**src/rtl/core/lslm_pkg.sv**
```systemverilog
`timescale 1ns / 1ps

package lslm_pkg;

  // Number of axes that carry a min and a max switch.
  localparam int SWITCH_AXES = 4;
  localparam int SWITCHES    = 2 * SWITCH_AXES;

  localparam logic [7:0] RESET_LOCKOUT = 8'd10;

  typedef logic [2:0] func_t;
  typedef logic [2:0] mode_t;
  typedef logic [2:0] cfg_index_t;

  // Event kinds.
  localparam func_t FUNC_EDGE    = 3'd0;
  localparam func_t FUNC_TICK    = 3'd1;
  localparam func_t FUNC_SAMPLE  = 3'd2;
  localparam func_t FUNC_DIAG    = 3'd3;
  localparam func_t FUNC_SERVICE = 3'd4;

  // Switch modes.
  localparam mode_t MODE_DISABLED   = 3'd0;
  localparam mode_t MODE_HOMING_NO  = 3'd1;
  localparam mode_t MODE_HOMING_NC  = 3'd2;
  localparam mode_t MODE_ENABLED_NO = 3'd3;
  localparam mode_t MODE_ENABLED_NC = 3'd4;

  // Configuration register indexes.
  localparam cfg_index_t REG_MODE_X  = 3'd0;
  localparam cfg_index_t REG_MODE_Y  = 3'd1;
  localparam cfg_index_t REG_MODE_Z  = 3'd2;
  localparam cfg_index_t REG_MODE_A  = 3'd3;
  localparam cfg_index_t REG_LOCKOUT = 3'd4;

  typedef struct packed {
    logic [7:0] lockout;
    logic [7:0] flags;
    logic       thrown;
  } state_t;

  typedef struct packed {
    logic feedhold_req;
    logic abort_req;
    logic service_status;
  } pulse_t;

endpackage

```
**src/rtl/core/lslm_ifs.sv**
```systemverilog
`timescale 1ns / 1ps

interface lslm_in_if;
  logic       valid;
  logic       ready;
  logic [2:0] func;
  logic [2:0] switch_index;
  logic [7:0] pin_levels;
  logic       homing_cycle;

  modport source (output valid, func, switch_index, pin_levels, homing_cycle, input ready);
  modport sink (input valid, func, switch_index, pin_levels, homing_cycle, output ready);
endinterface

interface lslm_out_if;
  logic       valid;
  logic       ready;
  logic [7:0] switch_flags;
  logic       thrown;
  logic       feedhold_req;
  logic       abort_req;
  logic       service_status;

  modport source (output valid, switch_flags, thrown, feedhold_req, abort_req,
                  service_status, input ready);
  modport sink (input valid, switch_flags, thrown, feedhold_req, abort_req,
                service_status, output ready);
endinterface

```
**src/rtl/core/lslm_step.sv**
```systemverilog
`timescale 1ns / 1ps

module lslm_step #(
  parameter int ACTIVE_AXES = 4
) (
  input  lslm_pkg::state_t cur,
  input  lslm_pkg::mode_t  modes [lslm_pkg::SWITCH_AXES],
  input  logic [7:0]       lockout_ticks,
  input  lslm_pkg::func_t  func,
  input  logic [2:0]       switch_index,
  input  logic [7:0]       pin_levels,
  input  logic             homing_cycle,
  output lslm_pkg::state_t nxt,
  output lslm_pkg::pulse_t pulses
);

  // In a pin sample, switches on axes beyond the active count never read as closed.
  localparam logic [lslm_pkg::SWITCH_AXES-1:0] HALF_MASK =
    lslm_pkg::SWITCH_AXES'((1 << ACTIVE_AXES) - 1);
  localparam logic [lslm_pkg::SWITCHES-1:0] SAMPLE_MASK = {HALF_MASK, HALF_MASK};

  logic [1:0]            axis;
  lslm_pkg::mode_t       mode;
  logic [7:0]            sw_bit;
  logic [7:0]            sampled;
  logic                  enabled;

  assign axis    = switch_index[1:0];
  assign mode    = modes[axis];
  assign sw_bit  = 8'd1 << switch_index;
  assign sampled = ~pin_levels & SAMPLE_MASK;
  assign enabled = (mode == lslm_pkg::MODE_ENABLED_NO) ||
                   (mode == lslm_pkg::MODE_ENABLED_NC);

  always_comb begin
    nxt    = cur;
    pulses = '0;
    unique case (func)
      lslm_pkg::FUNC_EDGE: begin
        // Axes that are not fitted read as disabled, so their edges drop here.
        if (cur.lockout == 8'd0 && mode != lslm_pkg::MODE_DISABLED) begin
          nxt.thrown          = 1'b1;
          nxt.flags           = cur.flags | sw_bit;
          nxt.lockout         = lockout_ticks;
          pulses.feedhold_req = homing_cycle;
          pulses.abort_req    = !homing_cycle && enabled;
        end
      end
      lslm_pkg::FUNC_TICK: begin
        if (cur.lockout != 8'd0) begin
          nxt.lockout = cur.lockout - 8'd1;
        end
      end
      lslm_pkg::FUNC_SAMPLE: begin
        nxt.flags  = sampled;
        nxt.thrown = |sampled;
      end
      lslm_pkg::FUNC_DIAG: begin
        nxt.thrown = 1'b1;
        nxt.flags  = cur.flags | sw_bit;
      end
      lslm_pkg::FUNC_SERVICE: begin
        if (cur.thrown) begin
          pulses.service_status = 1'b1;
          nxt.thrown            = 1'b0;
          nxt.flags             = 8'd0;
        end
      end
      default: begin
      end
    endcase
  end

endmodule

```
**src/rtl/core/limit_switch_lockout_monitor_core.sv**
```systemverilog
`timescale 1ns / 1ps

// Limit and homing switch monitor for up to four axes, each with a min and a
// max switch. Every transaction on in_ch is one event (switch edge, lockout
// tick, pin sample, diagnostic set or service) and yields exactly one
// transaction on out_ch carrying the flag vector and thrown mark after the
// event, plus the feedhold, abort and service pulses that the event raised.
// Switch modes and the lockout length are written through the cfg_* port,
// one register per cycle; the user must write them only while no event is
// in flight, as the block does not enforce it. An accepted event's result
// is registered and offered on out_ch in the next cycle. Throughput is one
// event per cycle while the receiver takes each result, set by the single
// update stage between the state registers and the result register.
// in_ch.ready stays high while the result register is empty or being taken
// in the same cycle; on a stall the result is held and further events are
// refused until it is taken. Synchronous reset clears the flags, the thrown
// mark and the lockout count, sets all axes to disabled and the lockout
// length to ten ticks, and empties the result register.
module limit_switch_lockout_monitor_core #(
  parameter int AXES = 4
) (
  input  logic                 clk,
  input  logic                 rst,
  lslm_in_if.sink              in_ch,
  lslm_out_if.source           out_ch,
  input  logic                 cfg_we,
  input  lslm_pkg::cfg_index_t cfg_index,
  input  logic [7:0]           cfg_data
);

  localparam int ACTIVE_AXES = (AXES > lslm_pkg::SWITCH_AXES) ? lslm_pkg::SWITCH_AXES : AXES;

  lslm_pkg::mode_t  modes [lslm_pkg::SWITCH_AXES];
  logic [7:0]       lockout_ticks;
  lslm_pkg::state_t state;
  lslm_pkg::state_t state_next;
  lslm_pkg::pulse_t pulses;
  logic             accept;

  assign in_ch.ready = !out_ch.valid || out_ch.ready;
  assign accept      = in_ch.valid && in_ch.ready;

  // Axes that are not fitted keep their mode at disabled.
  always_ff @(posedge clk) begin
    for (int i = 0; i < lslm_pkg::SWITCH_AXES; i++) begin
      if (rst || i >= ACTIVE_AXES) begin
        modes[i] <= lslm_pkg::MODE_DISABLED;
      end else if (cfg_we && cfg_index == lslm_pkg::cfg_index_t'(i)) begin
        modes[i] <= cfg_data[2:0];
      end
    end
  end

  always_ff @(posedge clk) begin
    if (rst) begin
      lockout_ticks <= lslm_pkg::RESET_LOCKOUT;
    end else if (cfg_we && cfg_index == lslm_pkg::REG_LOCKOUT) begin
      lockout_ticks <= cfg_data;
    end
  end

  lslm_step #(
    .ACTIVE_AXES (ACTIVE_AXES)
  ) u_step (
    .cur           (state),
    .modes         (modes),
    .lockout_ticks (lockout_ticks),
    .func          (in_ch.func),
    .switch_index  (in_ch.switch_index),
    .pin_levels    (in_ch.pin_levels),
    .homing_cycle  (in_ch.homing_cycle),
    .nxt           (state_next),
    .pulses        (pulses)
  );

  always_ff @(posedge clk) begin
    if (rst) begin
      state        <= '0;
      out_ch.valid <= 1'b0;
    end else begin
      if (accept) begin
        state <= state_next;
      end
      if (accept) begin
        out_ch.valid <= 1'b1;
      end else if (out_ch.ready) begin
        out_ch.valid <= 1'b0;
      end
    end
  end

  // Result payload carries no reset; it is qualified by out_ch.valid.
  always_ff @(posedge clk) begin
    if (accept) begin
      out_ch.switch_flags   <= state_next.flags;
      out_ch.thrown         <= state_next.thrown;
      out_ch.feedhold_req   <= pulses.feedhold_req;
      out_ch.abort_req      <= pulses.abort_req;
      out_ch.service_status <= pulses.service_status;
    end
  end

  // The offered result always mirrors the state it was taken from.
  a_result_matches_state: assert property (@(posedge clk) disable iff (rst)
    out_ch.valid |-> (out_ch.switch_flags == state.flags && out_ch.thrown == state.thrown))
    else $error("result does not match the monitor state");

  a_tick_counts_down: assert property (@(posedge clk) disable iff (rst)
    (accept && in_ch.func == lslm_pkg::FUNC_TICK && state.lockout != 8'd0)
    |=> state.lockout == $past(state.lockout) - 8'd1)
    else $error("lockout tick did not count down by one");

  a_edge_in_lockout_ignored: assert property (@(posedge clk) disable iff (rst)
    (accept && in_ch.func == lslm_pkg::FUNC_EDGE && state.lockout != 8'd0)
    |=> (state == $past(state) && !out_ch.feedhold_req && !out_ch.abort_req))
    else $error("switch edge during lockout changed the state");

  a_service_clears: assert property (@(posedge clk) disable iff (rst)
    (out_ch.valid && out_ch.service_status)
    |-> (out_ch.switch_flags == 8'd0 && !out_ch.thrown && !out_ch.feedhold_req))
    else $error("service reported thrown but did not clear the flags");

endmodule

```
**src/flat_wrapper.sv**
```systemverilog
// flat-port wrapper written by rule: the top's interface ports become plain ports
module limit_switch_lockout_monitor_core_flat 
#(
  parameter int AXES = 4
)
  (clk, rst, cfg_we, cfg_index, cfg_data, in_ch_valid, in_ch_func, in_ch_switch_index, in_ch_pin_levels, in_ch_homing_cycle, in_ch_ready, out_ch_valid, out_ch_switch_flags, out_ch_thrown, out_ch_feedhold_req, out_ch_abort_req, out_ch_service_status, out_ch_ready);
  lslm_in_if in_ch_i ();
  lslm_out_if out_ch_i ();
  input  logic clk;
  input  logic rst;
  input  logic cfg_we;
  input  lslm_pkg::cfg_index_t cfg_index;
  input  logic [7:0] cfg_data;
  input wire logic [$bits(in_ch_i.valid)-1:0] in_ch_valid;
  input wire logic [$bits(in_ch_i.func)-1:0] in_ch_func;
  input wire logic [$bits(in_ch_i.switch_index)-1:0] in_ch_switch_index;
  input wire logic [$bits(in_ch_i.pin_levels)-1:0] in_ch_pin_levels;
  input wire logic [$bits(in_ch_i.homing_cycle)-1:0] in_ch_homing_cycle;
  output wire logic [$bits(in_ch_i.ready)-1:0] in_ch_ready;
  output wire logic [$bits(out_ch_i.valid)-1:0] out_ch_valid;
  output wire logic [$bits(out_ch_i.switch_flags)-1:0] out_ch_switch_flags;
  output wire logic [$bits(out_ch_i.thrown)-1:0] out_ch_thrown;
  output wire logic [$bits(out_ch_i.feedhold_req)-1:0] out_ch_feedhold_req;
  output wire logic [$bits(out_ch_i.abort_req)-1:0] out_ch_abort_req;
  output wire logic [$bits(out_ch_i.service_status)-1:0] out_ch_service_status;
  input wire logic [$bits(out_ch_i.ready)-1:0] out_ch_ready;
  assign in_ch_i.valid = in_ch_valid;
  assign in_ch_i.func = in_ch_func;
  assign in_ch_i.switch_index = in_ch_switch_index;
  assign in_ch_i.pin_levels = in_ch_pin_levels;
  assign in_ch_i.homing_cycle = in_ch_homing_cycle;
  assign in_ch_ready = in_ch_i.ready;
  assign out_ch_valid = out_ch_i.valid;
  assign out_ch_switch_flags = out_ch_i.switch_flags;
  assign out_ch_thrown = out_ch_i.thrown;
  assign out_ch_feedhold_req = out_ch_i.feedhold_req;
  assign out_ch_abort_req = out_ch_i.abort_req;
  assign out_ch_service_status = out_ch_i.service_status;
  assign out_ch_i.ready = out_ch_ready;
  limit_switch_lockout_monitor_core #(.AXES(AXES)) u_core (.clk(clk), .rst(rst), .in_ch(in_ch_i), .out_ch(out_ch_i), .cfg_we(cfg_we), .cfg_index(cfg_index), .cfg_data(cfg_data));
endmodule
```
**config.mk**
```make
export PLATFORM = sky130hd
export DESIGN_NAME = limit_switch_lockout_monitor_core_flat
export DESIGN_NICKNAME = d
export VERILOG_FILES = /design/src/rtl/core/lslm_pkg.sv /design/src/rtl/core/lslm_ifs.sv /design/src/rtl/core/lslm_step.sv /design/src/rtl/core/limit_switch_lockout_monitor_core.sv /design/src/flat_wrapper.sv
export SDC_FILE = /design/constraint.sdc
export NUM_CORES = 1
export LEC_CHECK = 0
export BUFFER_PORTS_ARGS = -buffer_cell sky130_fd_sc_hd__buf_4
export CORE_MARGIN = 2
export CORE_UTILIZATION = 45
export CTS_BUF_LIST = sky130_fd_sc_hd__clkbuf_16
export DETAILED_ROUTE_END_ITERATION = 12
export PLACE_DENSITY = 0.66
export SETUP_SLACK_MARGIN = 0.05
export SYNTH_ARGS = -nofsm -noshare
export SYNTH_HDL_FRONTEND = slang
export SYNTH_SLANG_ARGS = --single-unit
```
**constraint.sdc**
```tcl
create_clock -name clk -period 1.9 [get_ports clk]
set_input_delay 0 -clock clk [delete_from_list [all_inputs] [get_ports clk]]
set_output_delay 0 -clock clk [all_outputs]
set_load 0.1 [all_outputs]
```
==> Flow_metrics.wiki, run 1 <==
{| class="wikitable"
! Metric !! Value
|-
| Most frequent cells in the layout || sky130_fd_sc_hd__buf_4 (74), sky130_fd_sc_hd__nor2_1 (51), sky130_fd_sc_hd__dfxtp_1 (34)
|-
| Endpoint class of the critical path || flip-flop
|-
| Worst setup skew after layout || 0.00564 ns
|-
| Detail Route Antenna Nets || 0
|-
| EDFF count, synth || 12
|-
| Dominant cells by area after synthesis || sky130_fd_sc_hd__dfxtp_1 (28%), sky130_fd_sc_hd__edfxtp_1 (13%), sky130_fd_sc_hd__nor2_1 (7.2%)
|-
| Sinks on the clock net || 50
|-
| Final cell utilization of the core || 0.637
|-
| Core ar. || 0.00585 sq mm
|-
| Worst slew margin relative to its limit || 0.217
|-
| Status || finished, violations left
|-
| Layout overhead on the synthesized area || 38.0%
|-
| Violations in the final reports || setup timing
|-
| Total die area || 0.00663 sq mm
|-
| Via count of the first global-routing pass || 2524
|-
| Nets in the synthesized netlist || 352
|-
| Final setup violating endpoints || 7
|-
| Initial antenna violation count || 0
|-
| Most used flip-flop cell after synthesis || sky130_fd_sc_hd__dfxtp_1
|-
| Worst reg2reg path depth || 5
|-
| Count of non-filler cells in the finished layout || 469
|-
| Number of vias per cell || 5.90
|-
| Final-report max-slew violation count || 0
|-
| Cell area after synthesis || 0.00270 sq mm
|-
| Avg Cell Area, Syn || 8.43 sq um
|-
| H-tree levels || 2
|-
| Startpoint type of the worst setup path || flip-flop
|-
| Critical path peak fanout || 8
|-
| Horizontal extent of the die || 81.4 um
|-
| Unique masters post-synth || 49
|-
| Critical register-to-register path endpoint || u_core.state[9]
|-
| Number of port buffers || 44
|-
| Reg-to-Reg Start || u_core.modes[1]
|-
| Depth of the worst hold-timing path || 3
|-
| Source of the worst hold timing path || out_ch_ready
|-
| Worst Hold Endpoint || u_core.out_ch.valid
|-
| Arrival time reported for the critical path endpoint || 2.20 ns
|-
| Min-Delay Path Class || in -> reg
|-
| Number of instances in the placed design || 440
|-
| Overall routed net length || 7.65 mm
|-
| Net count of the finished layout || 425
|-
| Number of remaining DRC errors || 0
|-
| Final hold violation count || 0
|-
| Max Buffers Root-to-Sink || 2
|-
| Leakage dissipation || 1.42 nW
|-
| Final setup slack of the worst path || -0.0859 ns
|-
| Total power after layout || 2.70 mW
|-
| First-pass GRT wire length || 11.9 mm
|-
| Starting density of the core || 0.461
|-
| Buffer type at the clock tree root || sky130_fd_sc_hd__clkbuf_16
|-
| RSZ-0062 raised after global routing || true
|-
| Sequential cell area || 0.00113 sq mm
|-
| Ys Warns || 0
|-
| Worst setup path category || reg -> reg
|-
| Final worst path period need || 1.99 ns
|-
| Clock insertion delay at the later pin of the skew report || 0.29 ns
|-
| Post-route fraction of the period consumed by the critical path || 1.05
|-
| Area taken by multi-input logic gates || 0.00162 sq mm
|-
| Residual overflow from global routing || 0
|-
| Routed length per instance || 16.3 um
|-
| Reg2Reg Setup Slack || -0.09 ns
|-
| Start point of the critical path || u_core.modes[1]
|-
| Antenna diode count || 0
|-
| # rows || 28
|-
| Maximum number of pins on one net before global-route repair || 30
|-
| Detailed placement HPWL || 4.94 mm
|-
| First-iteration detailed-routing DRC count || 140
|-
| Layout cell share with drive strength beyond 1 || 0.312
|-
| Clk pin slew, worst setup/hold paths || 0.06 ns
|-
| Final Instance Area || 0.00372 sq mm
|-
| Maximum clock frequency || 0.504 GHz
|-
| Most frequent standard cell in the layout excluding fill and tap cells || sky130_fd_sc_hd__buf_4
|-
| Clock tree from TritonCTS || done
|-
| Flip-flop and latch count after synthesis || 50
|-
| Count of maximum capacitance violations || 0
|-
| Area share of the largest cell type after synthesis || 0.282
|-
| Cells after Synth || 320
|-
| Number of buffers added by the clock tree synthesis step || 5
|-
| PD cells || 724 mW/mm^2
|-
| Placed standard-cell area || 0.00325 sq mm
|-
| All-Layer GR Usage || 0.233
|-
| Required time at the worst-slack endpoint || 2.12 ns
|-
| DRT Pass-1 Iters || 5
|-
| # fillers || 504
|-
| Via count || 2766
|-
| I/O Pins || 45
|-
| Transition time of the tightest slew-check pin || 1.17 ns
|-
| Biggest area consumer among synthesized cells || sky130_fd_sc_hd__dfxtp_1
|-
| Final weighted congestion in routability-driven placement || 0.839
|-
| Chip Height || 81.4 um
|-
| Sequential area share after synthesis || 0.415
|-
| Largest vdd supply drop || 514 uV
|-
| Post-synth ARST share || 0
|}
## flip-flops by register name (all words and copies together), names as in the netlist
signal	count
u_core.state	17
u_core.out_ch.service_status	1
u_core.out_ch.feedhold_req	1
u_core.modes	12
u_core.lockout_ticks	8
u_core.out_ch.thrown	1
u_core.out_ch.switch_flags	8
u_core.out_ch.abort_req	1
u_core.out_ch.valid	1
## power breakdown
| group | switching, mW | leakage (nW) | internal [mW] |
|---|---|---|---|
| logic | 0.429 | 0.907 | 0.240 |
| clock network | 0.383 | 0.0776 | 0.475 |
| registers | 0.0303 | 0.431 | 1.14 |
| total | 0.842 | 1.42 | 1.85 |
## how the worst max path moves through the flow
stage | end | slack, ns
after floorplan | u_core.out_ch.switch_flags[3] | 0.04
after global placement | u_core.out_ch.switch_flags[4] | -0.007
after detailed placement | u_core.out_ch.switch_flags[1] | -0.06
after CTS | u_core.state[10] | -0.004
after global routing | u_core.state[12] | -0.13
final | u_core.state[9] | -0.09
## cell type report
class / count / area share
multi-input combinational: 242 / 0.435
inverter: 6 / 0.00605
clock inverter: 3 / 0.00302
sequential: 50 / 0.303
clock buffer: 5 / 0.0336
timing repair buffer: 88 / 0.194
tap: 75 / 0.0252
## stage by stage
step | TNS [ns] | worst slack, ns | hold WS, ns
floorplan | 0 | 0.0399 | 0.119
global placement | -0.0117 | -0.00737 | 0.223
CTS | -0.00439 | -0.00439 | 0.000400
detailed placement | -0.349 | -0.0599 | 0.226
global route | -1.54 | -0.131 | 0.0219
finish | -0.291 | -0.0859 | 0.00616
## logic make-up (layout without fill, tap and decap cells)
kind of cell             count (synthesis)  in the layout  synth area share
buffers and inverters                   28            102            0.0450
adder cells (fa/ha/maj)                  1              1           0.00464
flip-flops                              50             50             0.415
multiplexers                            15             15            0.0695
AND/OR/NAND/NOR                        146            146             0.267
AO/OA/AOI/OAI                           80             80             0.198
## per-layer routing
| layer | track usage | up-vias | wire, um |
|---|---|---|---|
| li1 | - | 1325 | - |
| met4 | 0.0780 | 0 | 122 |
| met3 | 0.0451 | 12 | 441 |
| met2 | 0.399 | 120 | 3750 |
| met5 | 0 | - | 0 |
| met1 | 0.294 | 1309 | 3330 |
## worst max-delay path, stage by stage, from the launching register on
cell and delay (ns):
sky130_fd_sc_hd__dfxtp_1 0.32, sky130_fd_sc_hd__mux4_2 0.52, sky130_fd_sc_hd__or3_4 0.44, sky130_fd_sc_hd__a21oi_4 0.31, sky130_fd_sc_hd__o21ai_0 0.17, sky130_fd_sc_hd__a31oi_1 0.15
## repair_timing
action,CTS,global route
gates resized for setup,23,14
hold buffers,9,1
hold endpoints to repair,12,1
pin swaps,22,14
gates cloned,0,0
setup endpoints to repair,20,27
buffers inserted,10,1
## cell usage after synthesis (2+ instances only)
master	instances
sky130_fd_sc_hd__nor2_1	52
sky130_fd_sc_hd__dfxtp_1	38
sky130_fd_sc_hd__nand2_1	31
sky130_fd_sc_hd__o21ai_0	20
sky130_fd_sc_hd__clkbuf_1	16
sky130_fd_sc_hd__a21oi_1	14
sky130_fd_sc_hd__edfxtp_1	12
sky130_fd_sc_hd__mux2i_1	12
sky130_fd_sc_hd__nor3_1	12
sky130_fd_sc_hd__nand3_1	9
sky130_fd_sc_hd__nand4_1	9
sky130_fd_sc_hd__a211oi_1	8
sky130_fd_sc_hd__o221ai_1	8
sky130_fd_sc_hd__o22ai_1	8
sky130_fd_sc_hd__inv_1	6
sky130_fd_sc_hd__nor3b_1	5
sky130_fd_sc_hd__o31ai_1	5
sky130_fd_sc_hd__a31oi_1	4
sky130_fd_sc_hd__buf_2	4
sky130_fd_sc_hd__nor2b_1	4
sky130_fd_sc_hd__and3_1	3
sky130_fd_sc_hd__and3b_1	3
sky130_fd_sc_hd__mux4_2	3
sky130_fd_sc_hd__o311ai_0	3
sky130_fd_sc_hd__a21o_1	2
sky130_fd_sc_hd__and2_1	2
sky130_fd_sc_hd__nand2b_1	2
sky130_fd_sc_hd__nor4_1	2
sky130_fd_sc_hd__or3b_2	2
sky130_fd_sc_hd__or4_1	2
Power figures use the tool's default switching activity.
==> inputs of run 2 (changes only) <==
- CTS_CLUSTER_DIAMETER: unset -> 80
- SETUP_SLACK_MARGIN: 0.05 -> 0.02
==> run 2 against run 1 <==
Net effect: sequential share of layout area shrank 0.55 points; combinational power rose by 3%; hold slack better by 0.076 ns; final area up 1.8%; sequential cell count unchanged; critical path depth is 1 higher; first-iteration DRC count rose by 26%; the flow still finishes with violations (setup timing); power rose by 5.8%; routed wire length grew 0.46%; worst setup slack better by 0.023 ns.
==> Flow_metrics.wiki, run 2 (synthesized netlist as in run 1, its figures left out) <==
{| class="wikitable"
! Metric !! Value
|-
| Status || finished, violations left
|-
| Violations in the final reports || setup timing
|-
| RSZ-0062 raised after global routing || true
|-
| PD cells || 752 mW/mm^2 (+3.9%)
|-
| Buffer type at the clock tree root || sky130_fd_sc_hd__clkbuf_16
|-
| Final Instance Area || 0.00379 sq mm (+1.8%)
|-
| Clock insertion delay at the later pin of the skew report || 0.29 ns (about the same)
|-
| Chip Height || 81.4 um (unchanged)
|-
| Horizontal extent of the die || 81.4 um (unchanged)
|-
| Min-Delay Path Class || in -> reg
|-
| First-pass GRT wire length || 11.7 mm (-1.4%)
|-
| Largest vdd supply drop || 415 uV (-19%)
|-
| Max Buffers Root-to-Sink || 2 (unchanged)
|-
| # rows || 28 (unchanged)
|-
| First-iteration detailed-routing DRC count || 177 (+26%)
|-
| Post-route fraction of the period consumed by the critical path || 1.03 (-0.0122)
|-
| Worst slack after detailed placement || -0.0827 ns (-0.0228 ns)
|-
| Detailed placement HPWL || 4.89 mm (-0.98%)
|-
| H-tree levels || 2 (unchanged)
|-
| Internal power of the cells || 1.96 mW (+6.0%)
|-
| Routed length per instance || 16.4 um (+0.67%)
|-
| Portion of total power attributed to combinational logic || 0.241 (-0.007)
|-
| Leading registers by flop count || u_core.state (17), u_core.modes (12)
|-
| Crit-path max cell delay || 0.52 ns (about the same)
|-
| Antenna diode count || 0 (unchanged)
|-
| Worst slew margin relative to its limit || 0.191 (-0.0254)
|-
| Sinks on the clock net || 50 (unchanged)
|-
| Via count || 2725 (-1.5%)
|-
| All-Layer GR Usage || 0.228 (-0.00507)
|-
| Core ar. || 0.00585 sq mm (unchanged)
|-
| Required time at the worst-slack endpoint || 2.10 ns (-0.02 ns)
|-
| Starting density of the core || 0.461 (unchanged)
|-
| Clk pin slew, worst setup/hold paths || 0.07 ns (about the same)
|-
| DRT Pass-1 Iters || 5 (unchanged)
|-
| Switching Power || 0.889 mW (+5.5%)
|-
| Number of buffers added by the clock tree synthesis step || 5 (unchanged)
|-
| Detail Route Antenna Nets || 0 (unchanged)
|-
| Final hold violation count || 0 (unchanged)
|-
| Worst setup skew after layout || 0.00983 ns (+0.00418 ns)
|-
| Final weighted congestion in routability-driven placement || 0.812 (-3.2%)
|-
| Final-layout setup total negative slack || -0.274 ns (+0.0167 ns)
|-
| Register share of total power || 0.410 (-0.024)
|-
| Arrival time reported for the critical path endpoint || 2.16 ns (-0.04 ns)
|-
| Register containing the most flip-flops in the final layout || u_core.state
|-
| I/O Pins || 45 (unchanged)
|-
| Final worst path period need || 1.96 ns (-0.0232 ns)
|-
| Final setup slack of the worst path || -0.0627 ns (+0.0232 ns)
|-
| Reg-to-Reg Start || u_core.modes[2]
|-
| Switching share of total power || 0.311 (-0.000914)
|-
| Number of vias per cell || 5.82 (-1.3%)
|-
| Layout cell share with drive strength beyond 1 || 0.318 (+0.00588)
|-
| Clock tree from TritonCTS || done
|-
| Maximum clock frequency || 0.510 GHz (+1.2%)
|-
| Placed standard-cell area || 0.00325 sq mm (about the same)
|-
| Initial antenna violation count || 0 (unchanged)
|-
| Family with the most delay on the worst path || multiplexers
|-
| Number of flip-flops in the largest register || 17 (unchanged)
|-
| Worst setup path category || reg -> reg
|-
| Number of port buffers || 44 (unchanged)
|-
| Final setup violating endpoints || 8 (+1)
|-
| Final-report max-slew violation count || 0 (unchanged)
|-
| Leakage dissipation || 1.43 nW (+0.96%)
|-
| Number of remaining DRC errors || 0 (unchanged)
|-
| Count of maximum capacitance violations || 0 (unchanged)
|-
| Endpoint class of the critical path || flip-flop
|-
| Maximum number of pins on one net before global-route repair || 30 (unchanged)
|-
| Critical path peak fanout || 6 (-2)
|-
| Most frequent cells in the layout || sky130_fd_sc_hd__buf_4 (70), sky130_fd_sc_hd__nor2_1 (51), sky130_fd_sc_hd__dfxtp_1 (34)
|-
| Startpoint type of the worst setup path || flip-flop
|-
| Critical Path, Cell by Cell || mux4_2, or3_4, a21oi_4, buf_6, o311ai_1, o41ai_1
|-
| Net count of the finished layout || 424 (-0.24%)
|-
| Relative contribution of the clock network to total power || 0.349 (+0.031)
|-
| Start point of the critical path || u_core.modes[2]
|-
| Most frequent standard cell in the layout excluding fill and tap cells || sky130_fd_sc_hd__buf_4
|-
| Worst-path cell with the longest stage delay || sky130_fd_sc_hd__mux4_2
|-
| Total die area || 0.00663 sq mm (unchanged)
|-
| Residual overflow from global routing || 0 (unchanged)
|-
| Layout overhead on the synthesized area || 40.6%
|-
| Source of the worst hold timing path || rst
|-
| Transition time of the tightest slew-check pin || 1.20 ns (+0.0378 ns)
|-
| Overall routed net length || 7.68 mm (+0.46%)
|-
| Via count of the first global-routing pass || 2478 (-1.8%)
|-
| # fillers || 486 (-3.6%)
|-
| CP Buf/Inv Count || 1 (+1)
|}
## run 2: cell count changes in the layout (fill, tap and decap cells not counted), sizes merged
cell and change:
clkbuf +1, inv -2, dlygate4sd3 +1, buf -2
clkinv +1
## run 2: per-stage QoR
step / power, mW / instances / utilization / hold WS, ns
2_1_floorplan: 1.60 / 320 / - / 0.119
3_3_place_gp: 1.78 / 442 / 0.556 / 0.220
3_5_place_dp: 1.79 / 442 / 0.556 / 0.226
4_1_cts: 2.81 / 461 / 0.608 / 0.0727
5_1_grt: 2.97 / 468 / 0.648 / 0.0877
6_report: 2.85 / 468 / 0.648 / 0.0819
## run 2: worst paths after layout
path / depth (start not counted) / slack [ns] / endpoint
hold reg to reg: 2 / 0.47 / u_core.lockout_ticks[5]
setup / recovery: 6 / -0.06 / u_core.state[15]
hold / removal: 2 / 0.08 / u_core.modes[7]
setup reg to reg: 6 / -0.06 / u_core.state[15]
## run 2: per-layer routing
metal / vias up / GRT usage / share of wire
li1: 1319 / - / -
met1: 1282 / 0.306 / 0.44
met2: 112 / 0.384 / 0.48
met3: 12 / 0.0374 / 0.061
met4: 0 / 0.0525 / 0.015
met5: - / 0 / 0
## run 2: layout make-up
| class | instances | area, sq um | share of cell area |
|---|---|---|---|
| multi-input cells | 242 | 1670 | 0.440 |
| clock buffers | 6 | 150 | 0.0396 |
| well taps | 75 | 93.8 | 0.0247 |
| flip-flops and latches | 50 | 1130 | 0.297 |
| repair buffers | 87 | 712 | 0.188 |
| clock inverters | 2 | 17.5 | 0.00462 |
| inverters | 6 | 22.5 | 0.00594 |
## run 2: what timing repair did
| item | in CTS | in global routing |
|---|---|---|
| gates resized for setup | 7 | 38 |
| setup buffers | 0 | 7 |
| pin swaps | 3 | 10 |
| hold endpoints to repair | 22 | 0 |
| hold buffers | 11 | 0 |
| endpoints found under the setup margin | 18 | 23 |
## run 2: power groups by stage
stage | sequential [mW] | combinational (mW) | clock (mW)
3_5_place_dp | 1.19 | 0.597 | 0
2_1_floorplan | 1.35 | 0.256 | 0
4_1_cts | 1.17 | 0.624 | 1.02
5_1_grt | 1.18 | 0.733 | 1.07
3_3_place_gp | 1.19 | 0.592 | 0
6_report | 1.17 | 0.688 | 0.995
